**config.mk**
```make
export PLATFORM = sky130hd
export DESIGN_NAME = first_fit_buffer_pool_core
export DESIGN_NICKNAME = d
export VERILOG_FILES = /design/src/hdl/ffbp_pkg.sv /design/src/hdl/ffbp_cmp.sv /design/src/hdl/first_fit_buffer_pool_core.sv
export SDC_FILE = /design/constraint.sdc
export NUM_CORES = 1
export LEC_CHECK = 0
export BUFFER_PORTS_ARGS = -buffer_cell sky130_fd_sc_hd__buf_2
export CORE_ASPECT_RATIO = 0.75
export CORE_MARGIN = 4
export CORE_UTILIZATION = 45
export CTS_BUF_LIST = sky130_fd_sc_hd__clkbuf_16
export DETAILED_ROUTE_END_ITERATION = 7
export GPL_TIMING_DRIVEN = 1
export PLACE_DENSITY = 0.57
export SLEW_MARGIN = 5
export SYNTH_ARGS = -nofsm -noshare
export SYNTH_HDL_FRONTEND = slang
export SYNTH_SLANG_ARGS = --single-unit
```
**constraint.sdc**
```tcl
create_clock -name clk -period 9.7 [get_ports clk]
set_input_delay 0.97 -clock clk [delete_from_list [all_inputs] [get_ports clk]]
set_output_delay 0.97 -clock clk [all_outputs]
set_load 0.01 [all_outputs]
```
**src/hdl/ffbp_pkg.sv**
```systemverilog
package ffbp_pkg;

	localparam int SIZE_W      = 31;
	localparam int HANDLE_W    = 4;
	localparam int CAP_W       = 5;
	localparam int HANDLE_RANGE = 16;
	localparam int IN_TDATA_W  = 40;
	localparam int OUT_TDATA_W = 40;
	localparam int PADDR_W     = 3;
	localparam int PDATA_W     = 32;

	localparam logic [CAP_W-1:0] CAP_RESET   = 5'd16;
	localparam logic             REG_CAP_IDX = 1'b0;

	typedef enum logic [1:0] {
		ACT_ACQUIRE = 2'd0,
		ACT_RELEASE = 2'd1,
		ACT_CLEAR   = 2'd2
	} action_t;

	typedef enum logic [2:0] {
		ST_REUSED    = 3'd0,
		ST_NEW       = 3'd1,
		ST_RECLAIMED = 3'd2,
		ST_FULL      = 3'd3,
		ST_BAD_SIZE  = 3'd4,
		ST_RELEASED  = 3'd5,
		ST_IGNORED   = 3'd6,
		ST_CLEARED   = 3'd7
	} status_t;

	typedef enum logic [2:0] {
		S_IDLE,
		S_DECODE,
		S_SCAN,
		S_FRESH,
		S_RECLAIM,
		S_EMIT
	} seq_state_t;

	typedef struct packed {
		logic ge_req;
		logic lt_min;
	} cmp_t;

endpackage

```
**src/hdl/ffbp_cmp.sv**
```systemverilog
module ffbp_cmp (
	input  logic [ffbp_pkg::SIZE_W-1:0] slot_size,
	input  logic [ffbp_pkg::SIZE_W-1:0] req_size,
	input  logic [ffbp_pkg::SIZE_W-1:0] min_size,
	output ffbp_pkg::cmp_t              res
);
	import ffbp_pkg::*;

	// Shared size comparator: fit test against the request, and the running minimum
	assign res.ge_req = (slot_size >= req_size);
	assign res.lt_min = (slot_size < min_size);

endmodule

```
**src/hdl/first_fit_buffer_pool_core.sv**
```systemverilog
// Acquire: the idle list is scanned in order, one entry at a time through one shared
// comparator, before the result is registered; release and clear are decided in S_DECODE.
// A new item is taken once the previous result is in the output register.
// Reset (arst_n low, asynchronous): pool emptied, capacity 16, output empty.
module first_fit_buffer_pool_core #(
	parameter int MAX_SLOTS = 16
) (
	input  logic                                clk,
	input  logic                                arst_n,
	// s_tdata: action[1:0], request_size[32:2], handle[36:33], zero pad
	input  logic                                s_tvalid,
	output logic                                s_tready,
	input  logic [ffbp_pkg::IN_TDATA_W-1:0]     s_tdata,
	// m_tdata: status[2:0], granted_handle[6:3], granted_size[37:7], zero pad
	output logic                                m_tvalid,
	input  logic                                m_tready,
	output logic [ffbp_pkg::OUT_TDATA_W-1:0]    m_tdata,
	input  logic                                psel,
	input  logic                                penable,
	input  logic                                pwrite,
	input  logic [ffbp_pkg::PADDR_W-1:0]        paddr,
	input  logic [ffbp_pkg::PDATA_W-1:0]        pwdata,
	output logic [ffbp_pkg::PDATA_W-1:0]        prdata,
	output logic                                pready
);
	import ffbp_pkg::*;

	localparam int NSLOT = (MAX_SLOTS < HANDLE_RANGE) ? MAX_SLOTS : HANDLE_RANGE;
	localparam int SW    = (NSLOT > 1) ? $clog2(NSLOT) : 1;
	localparam int CW    = $clog2(NSLOT + 1);

	seq_state_t state_q, state_d;

	logic [1:0]        act_q;
	logic [SIZE_W-1:0] size_q;
	logic [HANDLE_W-1:0] handle_q;

	logic [CW-1:0]     k_q;
	logic [SW-1:0]     min_pos_q;
	logic [SIZE_W-1:0] min_size_q;
	logic              have_min_q;

	status_t             res_status_q, res_status_d;
	logic [SW-1:0]       res_slot_q, res_slot_d;
	logic [SIZE_W-1:0]   res_size_q, res_size_d;

	logic [SIZE_W-1:0] slot_size_q [NSLOT];
	logic [SW-1:0]     idle_q [NSLOT];
	logic [NSLOT-1:0]  in_use_q;
	logic [NSLOT-1:0]  busy_q;
	logic [CW-1:0]     idle_cnt_q;
	logic [CW-1:0]     used_cnt_q;
	logic [CAP_W-1:0]  cap_q;

	logic                    out_valid_q;
	logic [OUT_TDATA_W-1:0]  out_data_q;

	logic [SW-1:0]     rd_pos;
	logic [SW-1:0]     rd_slot;
	logic [SIZE_W-1:0] rd_size;
	cmp_t              cmp;

	logic [SW-1:0] free_idx;
	logic          free_any;
	logic [SW-1:0] hsel;
	logic          rel_ok;

	logic          res_en, scan_init, scan_adv, min_upd;
	logic          rel_en, clr_en, grant_en, fresh_en, size_wr_en, out_load;
	logic [SW-1:0] drop_pos;
	logic          in_xfer;
	logic          cfg_wr;

	assign s_tready = (state_q == S_IDLE);
	assign in_xfer  = s_tvalid && s_tready;
	assign m_tvalid = out_valid_q;
	assign m_tdata  = out_data_q;
	assign pready   = 1'b1;
	assign cfg_wr   = psel && penable && pwrite && pready && (paddr[2] == REG_CAP_IDX);
	assign prdata   = (paddr[2] == REG_CAP_IDX) ? PDATA_W'(cap_q) : '0;

	// One read port into the idle list, then into the size store
	assign rd_pos  = (state_q == S_RECLAIM) ? min_pos_q : k_q[SW-1:0];
	assign rd_slot = idle_q[rd_pos];
	assign rd_size = slot_size_q[rd_slot];

	ffbp_cmp u_cmp (
		.slot_size (rd_size),
		.req_size  (size_q),
		.min_size  (min_size_q),
		.res       (cmp)
	);

	always_comb begin
		free_idx = '0;
		for (int i = NSLOT - 1; i >= 0; i--) begin
			if (!in_use_q[i]) begin
				free_idx = SW'(i);
			end
		end
	end
	assign free_any = ~&in_use_q;

	assign hsel   = handle_q[SW-1:0];
	assign rel_ok = (int'(handle_q) < MAX_SLOTS) && in_use_q[hsel] && busy_q[hsel]
		&& (int'(idle_cnt_q) < MAX_SLOTS);

	always_comb begin
		state_d      = state_q;
		res_en       = 1'b0;
		res_status_d = ST_IGNORED;
		res_slot_d   = '0;
		res_size_d   = '0;
		scan_init    = 1'b0;
		scan_adv     = 1'b0;
		rel_en       = 1'b0;
		clr_en       = 1'b0;
		grant_en     = 1'b0;
		fresh_en     = 1'b0;
		size_wr_en   = 1'b0;
		drop_pos     = rd_pos;
		out_load     = 1'b0;
		unique case (state_q)
			S_IDLE: begin
				if (in_xfer) begin
					state_d = S_DECODE;
				end
			end
			S_DECODE: begin
				state_d = S_EMIT;
				res_en  = 1'b1;
				unique case (act_q)
					ACT_ACQUIRE: begin
						if (size_q == '0) begin
							res_status_d = ST_BAD_SIZE;
						end else begin
							res_en    = 1'b0;
							scan_init = 1'b1;
							state_d   = S_SCAN;
						end
					end
					ACT_RELEASE: begin
						rel_en       = rel_ok;
						res_status_d = rel_ok ? ST_RELEASED : ST_IGNORED;
					end
					ACT_CLEAR: begin
						clr_en       = 1'b1;
						res_status_d = ST_CLEARED;
					end
					default: begin
						res_status_d = ST_IGNORED;
					end
				endcase
			end
			S_SCAN: begin
				if (k_q < idle_cnt_q) begin
					if (cmp.ge_req) begin
						grant_en     = 1'b1;
						res_en       = 1'b1;
						res_status_d = ST_REUSED;
						res_slot_d   = rd_slot;
						res_size_d   = rd_size;
						state_d      = S_EMIT;
					end else begin
						scan_adv = 1'b1;
					end
				end else begin
					state_d = S_FRESH;
				end
			end
			S_FRESH: begin
				if ((CAP_W'(used_cnt_q) < cap_q) && free_any) begin
					fresh_en     = 1'b1;
					size_wr_en   = 1'b1;
					res_en       = 1'b1;
					res_status_d = ST_NEW;
					res_slot_d   = free_idx;
					res_size_d   = size_q;
					state_d      = S_EMIT;
				end else if (have_min_q) begin
					state_d = S_RECLAIM;
				end else begin
					res_en       = 1'b1;
					res_status_d = ST_FULL;
					state_d      = S_EMIT;
				end
			end
			S_RECLAIM: begin
				grant_en     = 1'b1;
				size_wr_en   = 1'b1;
				res_en       = 1'b1;
				res_status_d = ST_RECLAIMED;
				res_slot_d   = rd_slot;
				res_size_d   = size_q;
				state_d      = S_EMIT;
			end
			S_EMIT: begin
				if (!out_valid_q || m_tready) begin
					out_load = 1'b1;
					state_d  = S_IDLE;
				end
			end
			default: begin
				state_d = S_IDLE;
			end
		endcase
	end

	assign min_upd = scan_adv && (!have_min_q || cmp.lt_min);

	always_ff @(posedge clk or negedge arst_n) begin
		if (!arst_n) begin
			state_q <= S_IDLE;
		end else begin
			state_q <= state_d;
		end
	end

	always_ff @(posedge clk) begin
		if (in_xfer) begin
			act_q    <= s_tdata[1:0];
			size_q   <= s_tdata[32:2];
			handle_q <= s_tdata[36:33];
		end
		if (scan_init) begin
			k_q <= '0;
		end else if (scan_adv) begin
			k_q <= k_q + 1'b1;
		end
		if (min_upd) begin
			min_size_q <= rd_size;
			min_pos_q  <= k_q[SW-1:0];
		end
		if (res_en) begin
			res_status_q <= res_status_d;
			res_slot_q   <= res_slot_d;
			res_size_q   <= res_size_d;
		end
	end

	always_ff @(posedge clk or negedge arst_n) begin
		if (!arst_n) begin
			have_min_q <= 1'b0;
		end else if (scan_init) begin
			have_min_q <= 1'b0;
		end else if (scan_adv) begin
			have_min_q <= 1'b1;
		end
	end

	// Size store: written on a fresh slot or a reclaim
	always_ff @(posedge clk) begin
		if (size_wr_en) begin
			slot_size_q[res_slot_d] <= size_q;
		end
	end

	// Idle list: close the gap at drop_pos all at once on a grant, append on release
	always_ff @(posedge clk) begin
		if (grant_en) begin
			for (int j = 0; j < NSLOT - 1; j++) begin
				if (SW'(j) >= drop_pos) begin
					idle_q[j] <= idle_q[j+1];
				end
			end
		end else if (rel_en) begin
			idle_q[idle_cnt_q[SW-1:0]] <= hsel;
		end
	end

	always_ff @(posedge clk or negedge arst_n) begin
		if (!arst_n) begin
			in_use_q   <= '0;
			busy_q     <= '0;
			idle_cnt_q <= '0;
			used_cnt_q <= '0;
		end else if (clr_en) begin
			in_use_q   <= '0;
			busy_q     <= '0;
			idle_cnt_q <= '0;
			used_cnt_q <= '0;
		end else if (rel_en) begin
			busy_q[hsel] <= 1'b0;
			idle_cnt_q   <= idle_cnt_q + 1'b1;
		end else if (grant_en) begin
			busy_q[rd_slot] <= 1'b1;
			idle_cnt_q      <= idle_cnt_q - 1'b1;
		end else if (fresh_en) begin
			in_use_q[free_idx] <= 1'b1;
			busy_q[free_idx]   <= 1'b1;
			used_cnt_q         <= used_cnt_q + 1'b1;
		end
	end

	always_ff @(posedge clk or negedge arst_n) begin
		if (!arst_n) begin
			cap_q <= CAP_RESET;
		end else if (cfg_wr) begin
			cap_q <= pwdata[CAP_W-1:0];
		end
	end

	// Output register: hold until the transfer completes
	always_ff @(posedge clk or negedge arst_n) begin
		if (!arst_n) begin
			out_valid_q <= 1'b0;
		end else if (out_load) begin
			out_valid_q <= 1'b1;
		end else if (m_tready) begin
			out_valid_q <= 1'b0;
		end
	end

	always_ff @(posedge clk) begin
		if (out_load) begin
			out_data_q <= {2'b00, res_size_q, HANDLE_W'(res_slot_q), res_status_q};
		end
	end

	a_busy_in_use: assert property (@(posedge clk) disable iff (!arst_n)
		(busy_q & ~in_use_q) == '0)
		else $error("busy slot not in use");

	a_used_count: assert property (@(posedge clk) disable iff (!arst_n)
		$countones(in_use_q) == int'(used_cnt_q))
		else $error("used count out of step with in-use marks");

	a_idle_count: assert property (@(posedge clk) disable iff (!arst_n)
		$countones(in_use_q & ~busy_q) == int'(idle_cnt_q))
		else $error("idle count out of step with idle slots");

	a_zero_grant: assert property (@(posedge clk) disable iff (!arst_n)
		(m_tvalid && (m_tdata[2:0] > ST_RECLAIMED)) |-> (m_tdata[37:3] == '0))
		else $error("grant fields set on a result without a grant");

endmodule

```
======== Word level (Yosys, flattened, before mapping) ========
Memories as Yosys holds them, arrays and structs flattened.
Index checks and enable logic that the tools add are counted.
cells by class
  add/sub/neg operators ................... 4
  $lt $le $gt $ge ......................... 26
  eq/ne operators ......................... 12
  muxes and demuxes ....................... 148
  bitwise operators ....................... 6
  reductions and logical operators ........ 28
operator list
  operator               count
  $mux W16               8
  $mux W31               3
  $pmux W31 S3           1
  $mux W4                22
  $mux W1                82
  $or A16 B16 Y16        3
  $mux W5                8
  $ge A31 B31 Y1         1
  $logic_not A31 Y1      1
  $lt A31 B31 Y1         1
  $mux W3                10
  $ge A4 B4 Y1 const A   7
  $pmux W3 S6            1
  $and A16 B16 Y16       1
  $ge A3 B4 Y1 const A   4
  $not A16 Y16           1
  $reduce_and A16 Y1     1
  $add A5 B1 Y5 const B  3
  $lt A4 B5 Y1 const B   3
  $demux W1 S4           3
  $ge A4 B1 Y1 const B   3
  $pmux W3 S4            1
  $pmux W4 S3            1
  $logic_and A1 B1 Y1    11
  other kinds (28)       44
word-level totals
  flip-flop bits (word level) ............. 205
  bits in writable memories ............... 560
  input port bits ......................... 82
  output and inout port bits .............. 75
  word-level logic and storage cells ...... 244
  memories ................................ 2
memory list
  name         depth  width  rd ports  clocked after Yosys merged registers in  write ports  line                              text
  slot_size_q  16     31     1         0                                        1            first_fit_buffer_pool_core.sv:47  logic [SIZE_W-1:0] slot_size_q [NSLOT];
  idle_q       16     4      16        0                                        15           first_fit_buffer_pool_core.sv:48  logic [SW-1:0] idle_q [NSLOT];

======== Logic depth before layout (Yosys ltp) ========
  depth after elaboration ................. 25
  mapped depth ............................ 29
  mapped depth without buffers ............ 19

======== Cells and area by module ========
A second synthesis with hierarchy kept.
unflattened totals
  cell total of the unflattened synthesis .. 2,072
  area, all modules ....................... 33,380.8 sq um
by module, submodules not included
  module                      instances  cells an instance  area an instance (sq um)
  first_fit_buffer_pool_core  1          1,860              31,868.1
  ffbp_cmp                    1          212                1,512.7

======== Worst setup path before layout ========
Ideal clock, no wire load.
  kind .................................... register to register
  from .................................... reg state_q[1]
  to ...................................... mem slot_size_q[14][0] (enable)
  data arrival time ....................... 7,779 ps
  data required time ...................... 9,236 ps
  path slack .............................. 1,457 ps
  stages on the path, launching flop included .. 26
  buffers on the path ..................... 6
  clock period less this slack ............ 8,243 ps
  cell sequence ........................... dfrtp_1 -> nor3b_1 -> buf_4 -> mux2i_2 -> buf_2 -> mux2i_1 -> mux2i_1 -> a221oi_1 -> buf_2 -> nand2b_1 -> clkbuf_1 -> a2111oi_0 -> or4_1 -> ha_1 -> nor2b_1 -> o21a_1 -> o21a_1 -> o21a_1 -> o211ai_1 -> a31o_2 -> a21o_1 -> clkbuf_1 -> o221a_2 -> buf_2 -> inv_2 -> nor3b_1
on the way
  cells in the longest elaborated chain, start to end .. 8
RTL lines
  what                      line                               text
  start: declaration        first_fit_buffer_pool_core.sv:32   seq_state_t state_q, state_d;
  start signal: assignment  first_fit_buffer_pool_core.sv:215  state_q <= state_d;
  $eq A3 B3 Y1              first_fit_buffer_pool_core.sv:83   assign rd_pos = (state_q == S_RECLAIM) ? min_pos_q : k_q[SW-1:0];
  $mux W4                   first_fit_buffer_pool_core.sv:83
  $mem_v2 Z16 W4            --
  $mem_v2 Z16 W31           --
  net rd_size[1]            first_fit_buffer_pool_core.sv:60   logic [SIZE_W-1:0] rd_size;
  $ge A31 B31 Y1            ffbp_cmp.sv:10                     assign res.ge_req = (slot_size >= req_size);
  $mux W4                   first_fit_buffer_pool_core.sv:157  if (cmp.ge_req) begin
  $mux W4                   first_fit_buffer_pool_core.sv:156  if (k_q < idle_cnt_q) begin
  $pmux W4 S3               first_fit_buffer_pool_core.sv:123  unique case (state_q)
  net res_slot_d[0]         first_fit_buffer_pool_core.sv:44   logic [SW-1:0] res_slot_q, res_slot_d;
  end: declaration          first_fit_buffer_pool_core.sv:47
The timed path passes the listed nets, and every way through them passes these cells.

======== Final worst setup path ========
  from .................................... reg state_q[1]
  to ...................................... mem slot_size_q[12][9] (enable)
Same word-level chain as after synthesis.

==> summary.txt <==
register area share after synthesis: 0.6664
vias in the first global route: 21,588
Die Wd: 325.4 µm
Synth area leader: edfxtp_1
CORE AREA: 75,000 µm²
count leader, synth: edfxtp_1
row cnt: 87
Clock Sinks: 765
Finished Cell Area: 38,710 µm²
hpwl dp: 58.97 mm
first-pass GRT wire length: 140.2 mm
drc violations: 0
Num CTS Buffers: 76
CTS tree: built
clock latency on the worst-skew pair: 650 ps
hold-fix buffers at CTS: 0
# resized after CTS: 0
syn avg cell area: 13.71 µm²
Yosys Warn Count: 0
final slew viol count: 0
Die Span Y: 246.1 µm
drt initial violations: 2,367
area delta synth->final: 13.81%
final worst path period share: 0.8948
Synth top area share: 0.6251
top cells by area, synth: edfxtp_1 (63%), dfrtp_1 (3.8%), mux2i_1 (3.3%), a211oi_1 (2.9%), ha_1 (2.7%)
area share of xor/xnor cells in the synthesized design: 0.001288
Starting Density: 0.4535
H-Tree Depth: 3
die area: 80,090 µm²
Final Core Density: 0.5161
Area after DPL: 36,160 µm²
simple-gate area share of the yosys netlist: 0.08388
clock skew: 29.15 ps
gr usage total: 0.2345
mux cell area share after synthesis: 0.06225
largest net degree at the start of global routing: 79
Setup Crit Path Kind: flip-flop to flip-flop
outcome: finished clean
Setup Viol. Count Final: 0
IO Pins: 157
crit path max fanout: 31
setup TNS: 0 ps
Nets: 2,757
ys async rst share: 0.06797
CTS Buffer Depth: 3
EDFF count, synth: 708
Critical Path Start Type: flip-flop
mapped cell area: 34,010 µm²
setup repair after global routing missed its margin: no
via count: 22,243
CP endpoint kind: flip-flop
worst slew pin tran: 1180 ps
DP Cell Count: 3,501
register bit count reported by yosys: 765
clock slew seen by the registers of the worst setup and hold paths: 60 ps
DRT Wirelength: 95.27 mm
Final min period: 8680 ps
antenna violations before repair: 4
post-synth cell types: 74
routed vias/inst: 6.109
top cells by count, synth: edfxtp_1 (708), nand2_1 (220), inv_1 (146), nor3_1 (146), a211oi_1 (131)
Worst EP required: 10,000 ps
Post-Synth Adder-Cell Area: 0.02781
Post CTS Setup Buffer Count: 0
share of layout cells above drive strength 1: 0.1657
Post-Syn Instances: 2,480
buffers added on ports: 94
top_reg_cell synth: edfxtp_1
gpl congestion: 0.8894
crit path DAT: 8980 ps
fin cells: 3,641
DR pass1 iterations: 6
main combinational cell family by area after synthesis: compound AO/OA/AOI/OAI gates
Final Hold Fails: 0
slew margin rel.: 0.2135
HP Class: flip-flop to flip-flop
DR WL/cell: 26.17 µm
Antenna Nets Post-Route: 0
max-cap viol count: 0
Root Buffer: clkbuf_16
gr ovfl total: 0
complex-gate fraction of the synthesized area: 0.1149
f_max: 0.1152 GHz
-- registers in the layout, indices dropped and copies added (netlist names), 2 cells and up --
name / count
busy_q: 16
size_q: 31
res_status_q: 3
idle_cnt_q: 5
res_slot_q: 4
state_q: 3
idle_q: 64
used_cnt_q: 5
in_use_q: 16
m_tdata: 38
res_size_q: 31
min_size_q: 31
min_pos_q: 4
act_q: 2
handle_q: 4
cap_q: 5
slot_size_q: 496
k_q: 5
-- cells by family (layout without fill, tap and decap cells) --
| family | count (synthesis) | in the layout |
|---|---|---|
| fa+ha+maj | 75 | 75 |
| simple gates | 584 | 584 |
| other cells | 2 | 31 |
| xor+xnor | 5 | 5 |
| flops | 765 | 765 |
| compound gates | 519 | 519 |
| mux | 191 | 191 |
| buf+inv | 339 | 492 |
-- placed cells by master (no fill, tap or decap), drive strengths merged, types with 10 or more instances in the layout --
master / count
edfxtp: 708
nand2: 220
buf: 206
inv: 164
nor3: 146
a211oi: 134
mux2i: 114
clkbuf: 77
ha: 74
mux2: 68
a311oi: 62
nor2: 62
a2111oi: 59
dfrtp: 51
o21ai: 51
a21oi: 49
a21o: 43
or4: 31
a22o: 30
conb: 30
clkinv: 30
nand4: 26
nand2b: 21
o22ai: 18
nand3: 17
a32oi: 12
a31oi: 11
nor2b: 10
nor3b: 10
nor4: 10
-- through the flow --
stage | hold slack [ps] | worst slack (ps)
after global placement | 408.7 | 1232
after detailed placement | 406.3 | 1141
after floorplan | 400.3 | 1457
after global routing | 434.9 | 612.5
after CTS | 421.7 | 1108
final | 418.6 | 1020
-- path summary, 6_finish.rpt --
kind	start	endpoint	slack, ps	cells past startpoint
min in group asynchronous	arst_n	idle_cnt_q[3]	460	2
worst max register to register	state_q[1]	slot_size_q[12][9]	1020	22
worst min register to register	res_size_q[6]	m_tdata[13]	420	0
max in group asynchronous	arst_n	in_use_q[9]	8740	2
worst max-delay path	state_q[1]	slot_size_q[12][9]	1020	22
worst min-delay path	res_size_q[6]	m_tdata[13]	420	0
-- worst max-delay path, cell delays in order (launching register included) --
cell,delay [ps]
dfrtp_1,620
nor3b_2,270
buf_4,380
mux2i_4,770
mux2i_1,300
mux2i_1,150
a221oi_2,880
nand2b_2,590
buf_4,400
a2111oi_0,440
or4_1,520
ha_1,340
nor2b_1,140
o21a_1,160
o21a_1,160
o21a_1,160
o211ai_1,210
a31o_2,300
a21o_1,270
o221a_2,410
inv_2,180
nor3_2,270
buf_12,340
-- area by class of cell --
cell class              instances  area, µm²
diodes                          1      2.502
clock buffers                  77       1927
multi-input cells            1404      10150
fillers                      6230      36290
inverters                     147      551.8
repair buffers                206       1574
flip-flops and latches        765      22660
clock inverters                62      611.8
well taps                     979       1225
-- routing by layer --
layer	vias to the layer above	track usage	routed length, µm
met1	11362	0.3495	43560
met5	-	0	0
li1	9843	-	-
met2	900	0.3525	41640
met3	138	0.04609	7911
met4	0	0.06418	2152
Power is not shown: default switching activity piles up to over one toggle a cycle in this logic, so the estimate is an artifact.
